<file path="config.mk">
export PLATFORM = sky130hd
export DESIGN_NAME = lbvs_front
export DESIGN_NICKNAME = d
export VERILOG_FILES = /design/src/rtl/lbvs_pkg.sv /design/src/rtl/lbvs_front.sv
export SDC_FILE = /design/constraint.sdc
export NUM_CORES = 1
export LEC_CHECK = 0
export ABC_AREA = 1
export BUFFER_PORTS_ARGS = -buffer_cell sky130_fd_sc_hd__buf_4
export CAP_MARGIN = 25
export CELL_PAD_IN_SITES_DETAIL_PLACEMENT = 1
export CELL_PAD_IN_SITES_GLOBAL_PLACEMENT = 1
export CORE_AREA = 2 2 246 248
export DETAILED_ROUTE_END_ITERATION = 10
export DIE_AREA = 0 0 248 250
export GPL_TIMING_DRIVEN = 0
export PLACE_DENSITY = 0.47
export SLEW_MARGIN = 20
export SYNTH_ARGS = -nofsm -noshare
export SYNTH_HDL_FRONTEND = slang
export SYNTH_SLANG_ARGS = --single-unit
</file>
<file path="constraint.sdc">
create_clock -name vclk -period 6.5
set_clock_uncertainty 0.2 [all_clocks]
set_input_delay 1.3 -clock vclk [all_inputs]
set_output_delay 1.3 -clock vclk [all_outputs]
set_load 0.005 [all_outputs]
</file>
<file path="src/rtl/lbvs_pkg.sv">
// ----------------------------------------------------------------------------
// lbvs_pkg
// Shared constants, types and codes of the four-bone linear blend skinner.
// ----------------------------------------------------------------------------
`default_nettype none

package lbvs_pkg;

	localparam int BONE_COUNT  = 256;
	localparam int VALUE_WIDTH = 32;

	localparam int BONE_W    = (BONE_COUNT > 1) ? $clog2(BONE_COUNT) : 1;
	localparam int ROW_COUNT = BONE_COUNT * 4;
	localparam int ROW_AW    = BONE_W + 2;

	localparam int OP_W   = 2;
	localparam int WORD_W = 32;
	localparam int NRM_W  = 18;
	localparam int WGT_W  = 17;
	localparam int SEL_W  = 32;
	localparam int TEX_W  = 64;
	localparam int INFL   = 4;

	localparam int IN_DATA_W  = 304;
	localparam int OUT_DATA_W = 216;

	localparam int QUEUE_DEPTH = 2;

	localparam logic [18:0] ONE_Q16 = 19'd65536;

	typedef enum logic [1:0] {
		OP_LOAD      = 2'd0,
		OP_SKIN      = 2'd1,
		OP_SKIN_LAST = 2'd2,
		OP_NONE      = 2'd3
	} opcode_t;

	typedef enum logic {
		JOB_LOAD,
		JOB_SKIN
	} job_kind_t;

	typedef struct packed {
		job_kind_t                         kind;
		logic                              last;
		logic [ROW_AW-1:0]                 addr;
		logic [2:0][WORD_W-1:0]            pos;
		logic [2:0][NRM_W-1:0]             nrm;
		logic [INFL-1:0]                   use_bone;
		logic [INFL-1:0][BONE_W-1:0]       bone;
		logic [INFL-1:0][WGT_W-1:0]        weight;
		logic [TEX_W-1:0]                  tex;
	} job_t;

	typedef struct packed {
		logic valid;
		logic full;
	} queue_stat_t;

	typedef enum logic [3:0] {
		ST_IDLE,
		ST_NEXT,
		ST_READ,
		ST_MUL,
		ST_ACC,
		ST_WMUL,
		ST_WACC,
		ST_NSHIFT,
		ST_SQ,
		ST_SQACC,
		ST_SQRT,
		ST_DLOAD,
		ST_DIV,
		ST_OUT
	} state_t;

endpackage

`default_nettype wire

</file>
<file path="src/rtl/lbvs_front.sv">
// ----------------------------------------------------------------------------
// lbvs_front
// Accepts requests, decodes the kind and builds the bone influence list.
// ----------------------------------------------------------------------------
`default_nettype none

module lbvs_front (
	input  wire logic                             s_tvalid,
	output logic                                  s_tready,
	input  wire logic [lbvs_pkg::IN_DATA_W-1:0]   s_tdata,
	input  wire logic [lbvs_pkg::OP_W-1:0]        s_tuser,
	input  wire lbvs_pkg::queue_stat_t            q_stat,
	output logic                                  push,
	output lbvs_pkg::job_t                        job
);

	localparam logic [8:0] BONE_LIM = 9'(lbvs_pkg::BONE_COUNT);

	lbvs_pkg::opcode_t                       opcode;
	logic [lbvs_pkg::WGT_W-1:0]              wa, wb, wc;
	logic [lbvs_pkg::SEL_W-1:0]              sel;
	logic [18:0]                             wsum;
	logic [3:0]                              counted;
	logic [3:0]                              in_range;
	logic                                    keep;

	assign opcode = lbvs_pkg::opcode_t'(s_tuser);
	assign wa     = s_tdata[166:150];
	assign wb     = s_tdata[183:167];
	assign wc     = s_tdata[200:184];
	assign sel    = s_tdata[232:201];
	assign wsum   = 19'(wa) + 19'(wb) + 19'(wc);

	// walk stops at first zero weight; fourth bone only on a positive remainder
	assign counted[0] = (wa != '0);
	assign counted[1] = counted[0] && (wb != '0);
	assign counted[2] = counted[1] && (wc != '0);
	assign counted[3] = counted[2] && (wsum < lbvs_pkg::ONE_Q16);

	always_comb begin
		for (int i = 0; i < 4; i++) begin
			in_range[i] = ({1'b0, sel[8*i +: 8]} < BONE_LIM);
		end
	end

	always_comb begin
		job.kind   = lbvs_pkg::JOB_SKIN;
		job.last   = (opcode == lbvs_pkg::OP_SKIN_LAST);
		job.addr   = sel[lbvs_pkg::ROW_AW-1:0];
		job.pos[0] = s_tdata[31:0];
		job.pos[1] = s_tdata[63:32];
		job.pos[2] = s_tdata[95:64];
		job.nrm[0] = s_tdata[113:96];
		job.nrm[1] = s_tdata[131:114];
		job.nrm[2] = s_tdata[149:132];
		job.use_bone = counted & in_range;
		for (int i = 0; i < 4; i++) begin
			job.bone[i] = sel[8*i +: lbvs_pkg::BONE_W];
		end
		job.weight[0] = wa;
		job.weight[1] = wb;
		job.weight[2] = wc;
		job.weight[3] = 17'(lbvs_pkg::ONE_Q16 - wsum);
		job.tex       = s_tdata[296:233];
		keep          = 1'b0;
		case (opcode)
			lbvs_pkg::OP_LOAD: begin
				job.kind = lbvs_pkg::JOB_LOAD;
				keep     = (sel[lbvs_pkg::SEL_W-1:2] < 30'(lbvs_pkg::BONE_COUNT));
			end
			lbvs_pkg::OP_SKIN, lbvs_pkg::OP_SKIN_LAST: begin
				keep = 1'b1;
			end
			default: begin
				keep = 1'b0;
			end
		endcase
	end

	assign s_tready = !q_stat.full;
	assign push     = s_tvalid && s_tready && keep;

endmodule

`default_nettype wire

</file>
==> flow_summary.rst <==
.. list-table::
   :header-rows: 1

   * - Metric
     - Value
   * - Post-Syn Nets
     - 986
   * - Area used by sequential logic in the layout
     - 0 µm²
   * - Multi-input logic area
     - 0.00181 mm²
   * - Worst vdd rail ir drop
     - 0.0438 mV
   * - Final hold violation count
     - 0
   * - Vias in the first global route
     - 5240
   * - Width of the chip
     - 248 µm
   * - Number of library cell types mapped by synthesis
     - 26
   * - Most frequent cell after synthesis
     - sky130_fd_sc_hd__buf_4
   * - Num sequential
     - 0
   * - Drt total wl
     - 23800 µm
   * - Leakage component of the power
     - 4.57 nW
   * - Avg Vias per Cell
     - 2.78
   * - Multiplexer area fraction after synthesis
     - 0
   * - Cts hold-fix bufs
     - 0
   * - Fin. max-slew vios
     - 0
   * - Worst setup path class
     - primary input to output port
   * - Data arrival time of the critical path
     - 4120 ps
   * - Largest net degree at the start of global routing
     - 7
   * - First DRT Iteration DRCs
     - 95
   * - Ranking of synthesized cells by instance count
     - sky130_fd_sc_hd__buf_4 (307), sky130_fd_sc_hd__nand2_1 (104), sky130_fd_sc_hd__inv_1 (60)
   * - Number of rows created at floorplan
     - 90
   * - Number of primary I/O pins
     - 641
   * - Power density over the cells
     - 104 mW/mm²
   * - Number of nets at the end of the flow
     - 1397
   * - Type of origin of the critical path
     - primary input
   * - Final number of setup-violating endpoints
     - 0
   * - Fraction of final layout cells with drive strength greater than 1
     - 0.706
   * - Initial Util
     - 0.0730
   * - Worst hold margin
     - 2570 ps
   * - Share of the synthesized area in the top cell type
     - 0.530
   * - Total Power
     - 0.870 mW
   * - Outcome
     - finished, final reports clean
   * - DP Cell Count
     - 1830
   * - Area of the core region
     - 0.0596 mm²
   * - Number of violations of the max-capacitance limit
     - 0
   * - Post-Layout Cell Count
     - 1830
   * - Synth top area cells
     - sky130_fd_sc_hd__buf_4 (53%), sky130_fd_sc_hd__nand2_1 (9.0%), sky130_fd_sc_hd__fa_1 (8.3%), sky130_fd_sc_hd__ha_1 (5.8%), sky130_fd_sc_hd__inv_1 (5.2%)
   * - Overall die area
     - 0.0620 mm²
   * - Combinational family with the most area after synthesis
     - buffers and inverters
   * - Grt ovf
     - 0
   * - GP Congestion
     - 0.752
   * - Setup bufs post-CTS
     - 0
   * - Avg Synthesized Cell Area
     - 6.80 µm²
   * - Post-Synth Adder-Cell Area
     - 0.140
   * - Syn Inst Count
     - 639
   * - Final antenna-violating net count
     - 0
   * - Wire length of the first global-routing pass
     - 32500 µm
   * - Routed wirelength normalized by instance count
     - 13.0 µm
   * - Slew at the pin closest to its max-slew limit
     - 856 ps
   * - Compound-cell area share of the yosys netlist
     - 0.0190
   * - Sequential-to-total area share from yosys stat
     - 0
   * - Simple-gate share of the synthesized area
     - 0.230
   * - Antenna Cells
     - 0
   * - Crit end category
     - output port
   * - Fillers
     - 7267
   * - GR Util All Layers
     - 0.0690
   * - Instance area at placement
     - 0.00840 mm²
   * - Top fanout value on the critical path
     - 4
   * - Detailed-routing iteration count for the pre-antenna-repair pass
     - 4
   * - Area share of xor/xnor cells in the synthesized design
     - 0.0262
   * - Die Y-Extent
     - 250 µm
   * - DRC violation count after routing
     - 0
   * - Total of buffers placed on input and output ports
     - 409
   * - Clk_buf instances
     - 0
   * - Final HPWL from detailed placement
     - 22700 µm
   * - Unrepaired setup endpoints after global routing
     - false
   * - Post-Layout Inst Area
     - 0.00840 mm²
   * - Post-synthesis instance area
     - 0.00435 mm²
   * - Clock period minus final worst setup slack
     - 5620 ps
   * - Area added between synthesis and finish
     - 93.1%
   * - Number of synthesis warnings
     - 0
   * - Headroom to the max-slew limit
     - 0.424
   * - Setup total negative slack
     - 0 ps
   * - Post-synthesis cell type with the largest combined area
     - sky130_fd_sc_hd__buf_4
   * - Period Utilization, post-route
     - 0.864
   * - Worst path required time
     - 5000 ps
   * - Antenna violations before repair
     - 0
   * - Highest Clock Rate
     - 178 MHz
   * - Tightest Hold Check Type
     - primary input to output port
   * - Gates resized, CTS repair
     - 0
   * - Via count
     - 5081
[where the power goes]
part	leakage, nW	switching [mW]	internal (mW)	total [mW]
Sequential	0	0	0	0
Combinational	4.57	0.429	0.441	0.870
Clock	0	0	0	0
[stage by stage]
step                 util  setup WS, ps
detailed placement  0.141           815
finish              0.141           882
global placement    0.141           853
global route        0.141           652
CTS                 0.141           798
floorplan               -          1390
[worst max-delay path, cell delays in order]
cell and delay, ps:
sky130_fd_sc_hd__buf_4 110, sky130_fd_sc_hd__inv_1 60, sky130_fd_sc_hd__fa_1 530, sky130_fd_sc_hd__inv_1 40, sky130_fd_sc_hd__ha_1 240, sky130_fd_sc_hd__fa_1 480, sky130_fd_sc_hd__inv_1 90, sky130_fd_sc_hd__nand3_1 120
sky130_fd_sc_hd__nor2_1 280, sky130_fd_sc_hd__nand3_4 120, sky130_fd_sc_hd__nor2_4 120, sky130_fd_sc_hd__nand2_2 90, sky130_fd_sc_hd__nor2_4 160, sky130_fd_sc_hd__nand2_1 80, sky130_fd_sc_hd__xor2_1 140, sky130_fd_sc_hd__buf_4 150
[placed cells by master, fill, tap and decap left out, types with 2 or more instances in the layout]
master,count
sky130_fd_sc_hd__nand2_2,7
sky130_fd_sc_hd__nand3_1,19
sky130_fd_sc_hd__nor2_4,6
sky130_fd_sc_hd__xnor2_1,3
sky130_fd_sc_hd__a21oi_1,12
sky130_fd_sc_hd__nor3_1,5
sky130_fd_sc_hd__nand3_2,4
sky130_fd_sc_hd__nand3_4,2
sky130_fd_sc_hd__nand4_1,13
sky130_fd_sc_hd__inv_1,60
sky130_fd_sc_hd__xor2_1,10
sky130_fd_sc_hd__inv_2,3
sky130_fd_sc_hd__fa_1,18
sky130_fd_sc_hd__nand2_1,104
sky130_fd_sc_hd__and2_1,3
sky130_fd_sc_hd__buf_4,716
sky130_fd_sc_hd__nand3b_1,2
sky130_fd_sc_hd__ha_1,20
sky130_fd_sc_hd__nor4_1,13
sky130_fd_sc_hd__nor2_1,22
[layout make-up]
class / instances / area share
Buffer: 307 / 0.274
Inverter: 63 / 0.0282
Multi-Input combinational cell: 269 / 0.215
Timing Repair Buffer: 409 / 0.366
Tap cell: 782 / 0.117
[per-layer routing]
layer / GRT usage / vias up / wire length [µm]
met5: 0 / - / 0
met2: 0.142 / 301 / 13100
li1: - / 2491 / -
met3: 0.00850 / 4 / 1900
met4: 0.00171 / 0 / 59
met1: 0.0774 / 2285 / 8710
[cell families after synthesis]
logic type / after synthesis
AOI/OAI and AO/OA: 15
xor gates and xnor gates: 13
adders and majority gates: 38
buffers and inverters: 370
and+or+nand+nor: 203
[path summary, 6_finish.rpt]
check	start	end	slack, ps	depth (start not counted)
min	s_tdata[246]	job[13]	2570	2
max	s_tdata[151]	job[128]	880	16
No activity file was read; power rests on OpenSTA's default activity.
