==> src/rtl/lbvs_pkg.sv <==
// ----------------------------------------------------------------------------
// lbvs_pkg
// Shared constants, types and codes of the four-bone linear blend skinner.
// ----------------------------------------------------------------------------
`default_nettype none

package lbvs_pkg;

	localparam int BONE_COUNT  = 256;
	localparam int VALUE_WIDTH = 32;

	localparam int BONE_W    = (BONE_COUNT > 1) ? $clog2(BONE_COUNT) : 1;
	localparam int ROW_COUNT = BONE_COUNT * 4;
	localparam int ROW_AW    = BONE_W + 2;

	localparam int OP_W   = 2;
	localparam int WORD_W = 32;
	localparam int NRM_W  = 18;
	localparam int WGT_W  = 17;
	localparam int SEL_W  = 32;
	localparam int TEX_W  = 64;
	localparam int INFL   = 4;

	localparam int IN_DATA_W  = 304;
	localparam int OUT_DATA_W = 216;

	localparam int QUEUE_DEPTH = 2;

	localparam logic [18:0] ONE_Q16 = 19'd65536;

	typedef enum logic [1:0] {
		OP_LOAD      = 2'd0,
		OP_SKIN      = 2'd1,
		OP_SKIN_LAST = 2'd2,
		OP_NONE      = 2'd3
	} opcode_t;

	typedef enum logic {
		JOB_LOAD,
		JOB_SKIN
	} job_kind_t;

	typedef struct packed {
		job_kind_t                         kind;
		logic                              last;
		logic [ROW_AW-1:0]                 addr;
		logic [2:0][WORD_W-1:0]            pos;
		logic [2:0][NRM_W-1:0]             nrm;
		logic [INFL-1:0]                   use_bone;
		logic [INFL-1:0][BONE_W-1:0]       bone;
		logic [INFL-1:0][WGT_W-1:0]        weight;
		logic [TEX_W-1:0]                  tex;
	} job_t;

	typedef struct packed {
		logic valid;
		logic full;
	} queue_stat_t;

	typedef enum logic [3:0] {
		ST_IDLE,
		ST_NEXT,
		ST_READ,
		ST_MUL,
		ST_ACC,
		ST_WMUL,
		ST_WACC,
		ST_NSHIFT,
		ST_SQ,
		ST_SQACC,
		ST_SQRT,
		ST_DLOAD,
		ST_DIV,
		ST_OUT
	} state_t;

endpackage

`default_nettype wire

==> src/rtl/lbvs_queue.sv <==
// ----------------------------------------------------------------------------
// lbvs_queue
// Two-entry request queue between the decode front and the compute back.
// ----------------------------------------------------------------------------
`default_nettype none

module lbvs_queue (
	input  wire logic                  clk,
	input  wire logic                  arst_n,
	input  wire logic                  push,
	input  wire lbvs_pkg::job_t        push_job,
	input  wire logic                  pop,
	output lbvs_pkg::job_t             head_job,
	output lbvs_pkg::queue_stat_t      stat
);

	localparam int PTR_W = (lbvs_pkg::QUEUE_DEPTH > 1) ? $clog2(lbvs_pkg::QUEUE_DEPTH) : 1;
	localparam int CNT_W = $clog2(lbvs_pkg::QUEUE_DEPTH + 1);

	lbvs_pkg::job_t      slot_q [lbvs_pkg::QUEUE_DEPTH];
	logic [PTR_W-1:0]    wr_ptr_q, rd_ptr_q;
	logic [CNT_W-1:0]    count_q;
	logic                do_push, do_pop;

	assign stat.valid = (count_q != '0);
	assign stat.full  = (count_q == CNT_W'(lbvs_pkg::QUEUE_DEPTH));
	assign do_push    = push && !stat.full;
	assign do_pop     = pop && stat.valid;
	assign head_job   = slot_q[rd_ptr_q];

	always_ff @(posedge clk) begin
		if (do_push) begin
			slot_q[wr_ptr_q] <= push_job;
		end
	end

	always_ff @(posedge clk or negedge arst_n) begin
		if (!arst_n) begin
			wr_ptr_q <= '0;
			rd_ptr_q <= '0;
			count_q  <= '0;
		end else begin
			if (do_push) begin
				wr_ptr_q <= (wr_ptr_q == PTR_W'(lbvs_pkg::QUEUE_DEPTH - 1)) ? '0 : wr_ptr_q + 1'b1;
			end
			if (do_pop) begin
				rd_ptr_q <= (rd_ptr_q == PTR_W'(lbvs_pkg::QUEUE_DEPTH - 1)) ? '0 : rd_ptr_q + 1'b1;
			end
			count_q <= count_q + CNT_W'(do_push) - CNT_W'(do_pop);
		end
	end

endmodule

`default_nettype wire

==> config.mk <==
export PLATFORM = sky130hd
export DESIGN_NAME = lbvs_queue
export DESIGN_NICKNAME = d
export VERILOG_FILES = /design/src/rtl/lbvs_pkg.sv /design/src/rtl/lbvs_queue.sv
export SDC_FILE = /design/constraint.sdc
export NUM_CORES = 1
export LEC_CHECK = 0
export BUFFER_PORTS_ARGS = -buffer_cell sky130_fd_sc_hd__buf_2
export CAP_MARGIN = 30
export CORE_MARGIN = 5
export CORE_UTILIZATION = 40
export DETAILED_ROUTE_END_ITERATION = 8
export PLACE_DENSITY = 0.62
export SLEW_MARGIN = 30
export SYNTH_ARGS = -nofsm -noshare
export SYNTH_HDL_FRONTEND = slang
export SYNTH_SLANG_ARGS = --single-unit
==> constraint.sdc <==
create_clock -name clk -period 24.1 [get_ports clk]
set_clock_uncertainty 0.1 [all_clocks]
set_input_delay 2.41 -clock clk [delete_from_list [all_inputs] [get_ports clk]]
set_output_delay 2.41 -clock clk [all_outputs]
set_load 0.05 [all_outputs]
==> results of run 1 <==
-- worst max path at each step --
| stage | cells after the start | to | slack [ns] | startpoint |
|---|---|---|---|---|
| 5_1_grt | 5 | head_job[102] | 16.53 | rd_ptr_q |
| 2_1_floorplan | 2 | slot_q[0][0] | 6.81 | push |
| 4_1_cts | 5 | head_job[105] | 16.67 | rd_ptr_q |
| 3_3_place_gp | 5 | head_job[250] | 17.41 | rd_ptr_q |
| 6_report | 5 | head_job[105] | 16.72 | rd_ptr_q |
| 3_5_place_dp | 5 | head_job[68] | 17.32 | rd_ptr_q |
-- kinds of logic after synthesis --
group	after synthesis	synth area share, %
xor gates and xnor gates	4	0.138
adders and majority gates	2	0.0987
buffers and inverters	39	2.09
DFF	664	78.6
muxes	330	19.0
and+or+nand+nor	6	0.128
-- per-layer routing --
layer	global-route usage [%]	vias to the layer above	share of wire, %
li1	-	5656	-
met4	6.73	10	3.7
met2	27.1	482	51
met5	0	-	0.13
met1	17.5	6173	36
met3	6.15	133	9.3
-- flip-flops by register name, indices dropped and copies added, names as in the netlist --
name	flops
slot_q	660
rd_ptr_q	1
count_q	2
wr_ptr_q	1
-- where the power goes --
group	switching (mW)	leakage, nW	internal [mW]
combinational	1.41	5.30	0.612
sequential	0.0842	6.17	1.58
clock	0.435	1.10	0.606
-- cell usage in the layout (no fill, tap or decap), types with 2 or more instances in the layout --
cell	instances
inv_16	2
mux2_2	40
diode_2	27
buf_6	2
clkbuf_16	75
clkbuf_1	17
clkinv_1	16
mux2_4	290
dfrtp_1	3
buf_16	2
ha_1	2
inv_1	2
buf_4	8
clkinvlp_4	2
clkinv_8	2
inv_6	2
bufinv_16	3
edfxtp_1	660
buf_2	665
xnor2_1	3
buf_12	2
clkinv_2	10
-- final cells by class --
| class | count | share of cell area, % |
|---|---|---|
| diodes | 27 | 0.213 |
| clock buffers | 92 | 6.12 |
| clock inverters | 38 | 0.990 |
| inverters | 2 | 0.0237 |
| multi-input cells | 342 | 15.5 |
| flip-flops and latches | 664 | 62.8 |
| well taps | 846 | 3.34 |
| repair buffers | 679 | 11.1 |
==> results.yml, run 1 <==
run_status:
  outcome: "complete, no violations"
setup_path:
  crit_family: "buffers and inverters"
  reg2reg_to: "slot_q[1][235]"
  slowest_stage: "dfrtp_4"
  reg2reg_from: "count_q[1]"
  worst-path-buf-inv: 4
  cp.required_ns: 21.59
  crit_top_cell: "buf_4"
  rr_worst_depth: 4
  cpPeakStageDelay_ns: 1.08
  crit_path_end_kind: "primary output"
  cp_max_fo: 61
  critPathKind: "register to primary output"
  critPathArrivalTime_ns: 4.87
  crit_path_start_kind: "register"
  path_cells: "buf_4 -> buf_4 -> buf_4 -> mux2_4 -> buf_2"
  r2r_setup_slack_ns: 21.03
yosys:
  yosysSeqAreaShare_pct: 78.6
  ys.flop_type: "edfxtp_1"
  synth_most_common_cell: "edfxtp_1"
  synth_area_mm2: 0.0253
  ys_ff_latch: 664
  synth_top_cell_area_share_pct: 78.2
  synth.avg_cell_area_um2: 24.3
  ys_top_cells_by_area: "edfxtp_1 (78%), mux2_4 (17%), buf_8 (1.8%)"
  yosysTopAreaCell: "edfxtp_1"
  synthTopCellsByCount: "edfxtp_1 (660), mux2_4 (290), mux2_2 (40), buf_8 (30)"
  async_reset_ff_share_pct: 0.602
  syn-num-nets: 1381
  synth_edf_count: 660
  synth_cells: 1045
  synth.distinct_cells: 18
  yosysWarnings: 0
global_route:
  gr-total-overflow: 0
  grt_max_degree: 146
  first_global_vias: 12900
  antenna_found_initial: 27
  grt_use_total_pct: 15.8
  grt_pass1_wl_um: 80800
route:
  via_per_inst: 4.63
  detail_route.wl_per_cell_um: 21.5
  antenna_left: 0
  drc_errors: 0
  wl_um: 57700
  dr.pass1.iters: 4
  drt_iter0_drc: 684
  vias: 12500
sta:
  tns_ns: 0
  finalMaxSlewViolations: 0
  max_freq_mhz: 136
  hold_violations: 0
  worst_pin_slew_ns: 1.00
  finalCriticalPeriod_ns: 7.38
  min_period_over_period_pct: 30.6
  setup_ws_ns: 16.72
  timing.hold.ws_ns: 0.397
  slew_headroom_pct: 33.1
  setup_viol: 0
  rsz0062_at_grt: "false"
clock_network:
  clock_path_buffers: 3
  post-cts-setup-buffers: 0
  htreeDepth: 3
  clock_latency_ns: 0.57
  cts.repair.resized: 0
  holdBufCountCts: 0
  root_buffer: "clkbuf_16"
  cts_sinks: 664
  numCtsBuffers: 72
  cts_tree: "built"
  clk_pin_slew_worst_paths_ns: 0.05
floorplanning:
  rows: 92
  io_pins: 666
  die_y_um: 262
  die-width_um: 262
  coreArea_mm2: 0.0630
  initial_core_util_pct: 40.3
  die_area_mm2: 0.0685
power:
  powerDensity_mw_per_mm2: 149
  p_leak_nw: 12.6
  peakVddDrop_mv: 0.145
  power_mw: 4.73
placed_design:
  dp_cells: 2532
  post_dp_cell_area_mm2: 0.0294
  portBuffers: 665
  dp_hpwl_um: 40700
  pre_cts_ws_ns: 17.32
  gp_congestion: 0.779
finish:
  final_cell_area_mm2: 0.0317
  multiInputGateArea_mm2: 0.00491
  fill_cells: 5203
  drive_gt1_share_pct: 61.1
  seq_area_mm2: 0.0199
  stdcell_count: 2690
  final_util_pct: 50.4
  syn_to_final_growth_pct: 25.2
  nNetsFinal: 2097
hold_path:
  min_path_cells: 1
  min_from: "count_q[1]"
  hold-path-endpoint: "count_q[1]"
  hp-class: "register to register"
flow_run:
  maxCapViolCount: 0
Power figures use the tool's default switching activity.
==> run 2, diff against run 1 <==
--- a/config.mk
+++ b/config.mk
@@ -5,12 +5,13 @@
 export SDC_FILE = /design/constraint.sdc
 export NUM_CORES = 1
 export LEC_CHECK = 0
+export ABC_AREA = 1
 export BUFFER_PORTS_ARGS = -buffer_cell sky130_fd_sc_hd__buf_2
 export CAP_MARGIN = 30
 export CORE_MARGIN = 5
 export CORE_UTILIZATION = 40
 export DETAILED_ROUTE_END_ITERATION = 8
-export PLACE_DENSITY = 0.62
+export PLACE_DENSITY = 0.63
 export SLEW_MARGIN = 30
 export SYNTH_ARGS = -nofsm -noshare
 export SYNTH_HDL_FRONTEND = slang
==> constraint.sdc (replaced) <==
create_clock -name clk -period 7.2 [get_ports clk]
set_clock_uncertainty 0.1 [all_clocks]
set_input_delay 0.72 -clock clk [delete_from_list [all_inputs] [get_ports clk]]
set_output_delay 0.72 -clock clk [all_outputs]
set_load 0.05 [all_outputs]
==> run 2 against run 1 <==
Net effect: core utilization increased by 0.16 points; die area decreased by 3.9%; setup slack got worse by 13 ns; highest routed layer unchanged; non-clock buffer count decreased by 2; synthesized cell count increased by 68%; cell count increased by 22%; clock-buffer cell count decreased by 2; hold slack got worse by 0.19 ns; critical endpoint is now head_job[78]; first-iteration DRC count increased by 57%.
==> results.yml, run 2 <==
flow_run:
  maxCapViolCount: 0
yosys:
  yosysTopAreaCell: "edfxtp_1"
  synth_area_mm2: 0.0243
  synth_top_cell_area_share_pct: 81.5
  synth_edf_count: 660
  yosysWarnings: 0
  synth.avg_cell_area_um2: 13.8
  ys.flop_type: "edfxtp_1"
  yosysSeqAreaShare_pct: 82.0
  ys_ff_latch: 664
  ys_top_cells_by_area: "edfxtp_1 (82%), nand2_1 (15%), buf_6 (1.1%)"
  synth.distinct_cells: 12
  async_reset_ff_share_pct: 0.602
  synth_cells: 1756
  synth_most_common_cell: "nand2_1"
  synthTopCellsByCount: "nand2_1 (1003), edfxtp_1 (660), buf_2 (33), buf_6 (23), buf_4 (13)"
  syn-num-nets: 2092
placed_design:
  gp_congestion: 0.857
  portBuffers: 665
  dp_hpwl_um: 41800
  post_dp_cell_area_mm2: 0.0283
finish:
  nNetsFinal: 2767
  largest_reg_flops: 660
  final_util_pct: 50.5
  final_cell_mix: "nand2_1 (1003), buf_2 (665), edfxtp_1 (660), clkbuf_16 (70), clkbuf_1 (20)"
  final_cell_area_mm2: 0.0305
  drive_gt1_share_pct: 31.0
  top_regs: "slot_q: 660 flops, count_q: 2 flops"
  regMostFlops: "slot_q"
  syn_to_final_growth_pct: 25.3
  layout_commonest_cell: "nand2_1"
floorplanning:
  rows: 90
  die_area_mm2: 0.0658
  die-width_um: 257
  coreArea_mm2: 0.0602
  die_y_um: 257
  initial_core_util_pct: 40.3
  io_pins: 666
setup_path:
  critPathKind: "register to primary output"
  cp.required_ns: 6.38
  crit_path_end_kind: "primary output"
  cp_max_fo: 180
  r2r_setup_slack_ns: 4.59
  reg2reg_from: "count_q[0]"
  critPathArrivalTime_ns: 3.16
  crit_path_start_kind: "register"
  reg2reg_to: "slot_q[0][106]"
  rr_worst_depth: 5
sta:
  tns_ns: 0
  hold_violations: 0
  slew_headroom_pct: 24.6
  worst_pin_slew_ns: 1.13
  finalCriticalPeriod_ns: 3.98
  setup_viol: 0
  rsz0062_at_grt: "false"
  max_freq_mhz: 251
  timing.hold.ws_ns: 0.207
  min_period_over_period_pct: 55.2
  finalMaxSlewViolations: 0
route:
  dr.pass1.iters: 5
  wl_um: 62000
  vias: 15500
  via_per_inst: 4.72
  drc_errors: 0
  antenna_left: 0
  drt_iter0_drc: 1077
  detail_route.wl_per_cell_um: 18.9
clock_network:
  htreeDepth: 3
  post-cts-setup-buffers: 0
  cts_tree: "built"
  clock_latency_ns: 0.58
  clock_path_buffers: 3
  numCtsBuffers: 69
  cts_sinks: 664
  clk_pin_slew_worst_paths_ns: 0.06
  root_buffer: "clkbuf_16"
power:
  powerDensity_mw_per_mm2: 520
  power_mw: 15.8
  p_leak_nw: 13.0
  peakVddDrop_mv: 0.373
global_route:
  grt_max_degree: 198
  first_global_vias: 15500
  gr-total-overflow: 0
  grt_use_total_pct: 17.9
  grt_pass1_wl_um: 91800
  antenna_found_initial: 32
hold_path:
  hold-path-endpoint: "slot_q[1][49]"
  min_from: "push_job[49]"
  min_path_cells: 1
  hp-class: "primary input to register"
run_status:
  outcome: "complete, no violations"
run 2: critical path, stage by stage, from the launching register on:
cell,delay (ns)
dfrtp_4,0.71
inv_8,0.38
buf_12,0.46
nand2_1,0.17
nand2_1,0.13
buf_2,0.27
run 2: timing repair:
item / in CTS / in global routing
hold buffers: 1 / 0
endpoints found under the setup margin: 0 / 0
hold endpoints to repair: 4 / 0
gates resized for setup: 0 / 0
run 2: cell families (layout without fill, tap and decap cells):
group                      after synthesis  after routing  share of synthesized area (%)
and+or+nand+nor                       1007           1007                           15.6
DFF                                    664            664                           82.0
buffers and inverters                   83            805                           2.37
adders and majority gates                2              2                          0.103
other                                    0             19                              0
run 2: layout make-up:
class,instances,area [um2]
Antenna cell,19,47.5
Clock buffer,90,1830
Clock inverter,28,258
Fill cell,5176,29800
Inverter,10,48.8
Multi-Input combinational cell,1009,3820
Sequential cell,664,19900
Tap cell,782,978
Timing Repair Buffer,677,3550
run 2: metrics by stage:
stage | instances | setup slack (ns)
final | 3279 | 3.22
after CTS | 3258 | 3.18
after floorplan | 1756 | 0.913
after global routing | 3273 | 3.10
after detailed placement | 3139 | 3.85
after global placement | 3138 | 3.85
run 2: how the worst max path moves through the flow:
stage	startpoint	to	slack, ns	depth (start not counted)
floorplan	push	slot_q[0][0]	0.91	2
global placement	rd_ptr_q	head_job[194]	3.85	5
detailed placement	rd_ptr_q	head_job[149]	3.85	5
CTS	rd_ptr_q	head_job[149]	3.18	5
global route	rd_ptr_q	head_job[78]	3.10	5
finish	rd_ptr_q	head_job[78]	3.22	5
run 2: routing by layer:
layer | global-route usage, % | routed length, um
met1 | 20.9 | 22700
met2 | 30.5 | 31300
met3 | 6.55 | 5870
met4 | 6.83 | 1950
met5 | 0 | 116
run 2: report_power, final:
group | leakage [nW] | internal (mW) | switching (mW)
logic | 5.80 | 1.24 | 5.77
registers | 6.19 | 5.28 | 0.229
clock network | 1.01 | 1.88 | 1.42
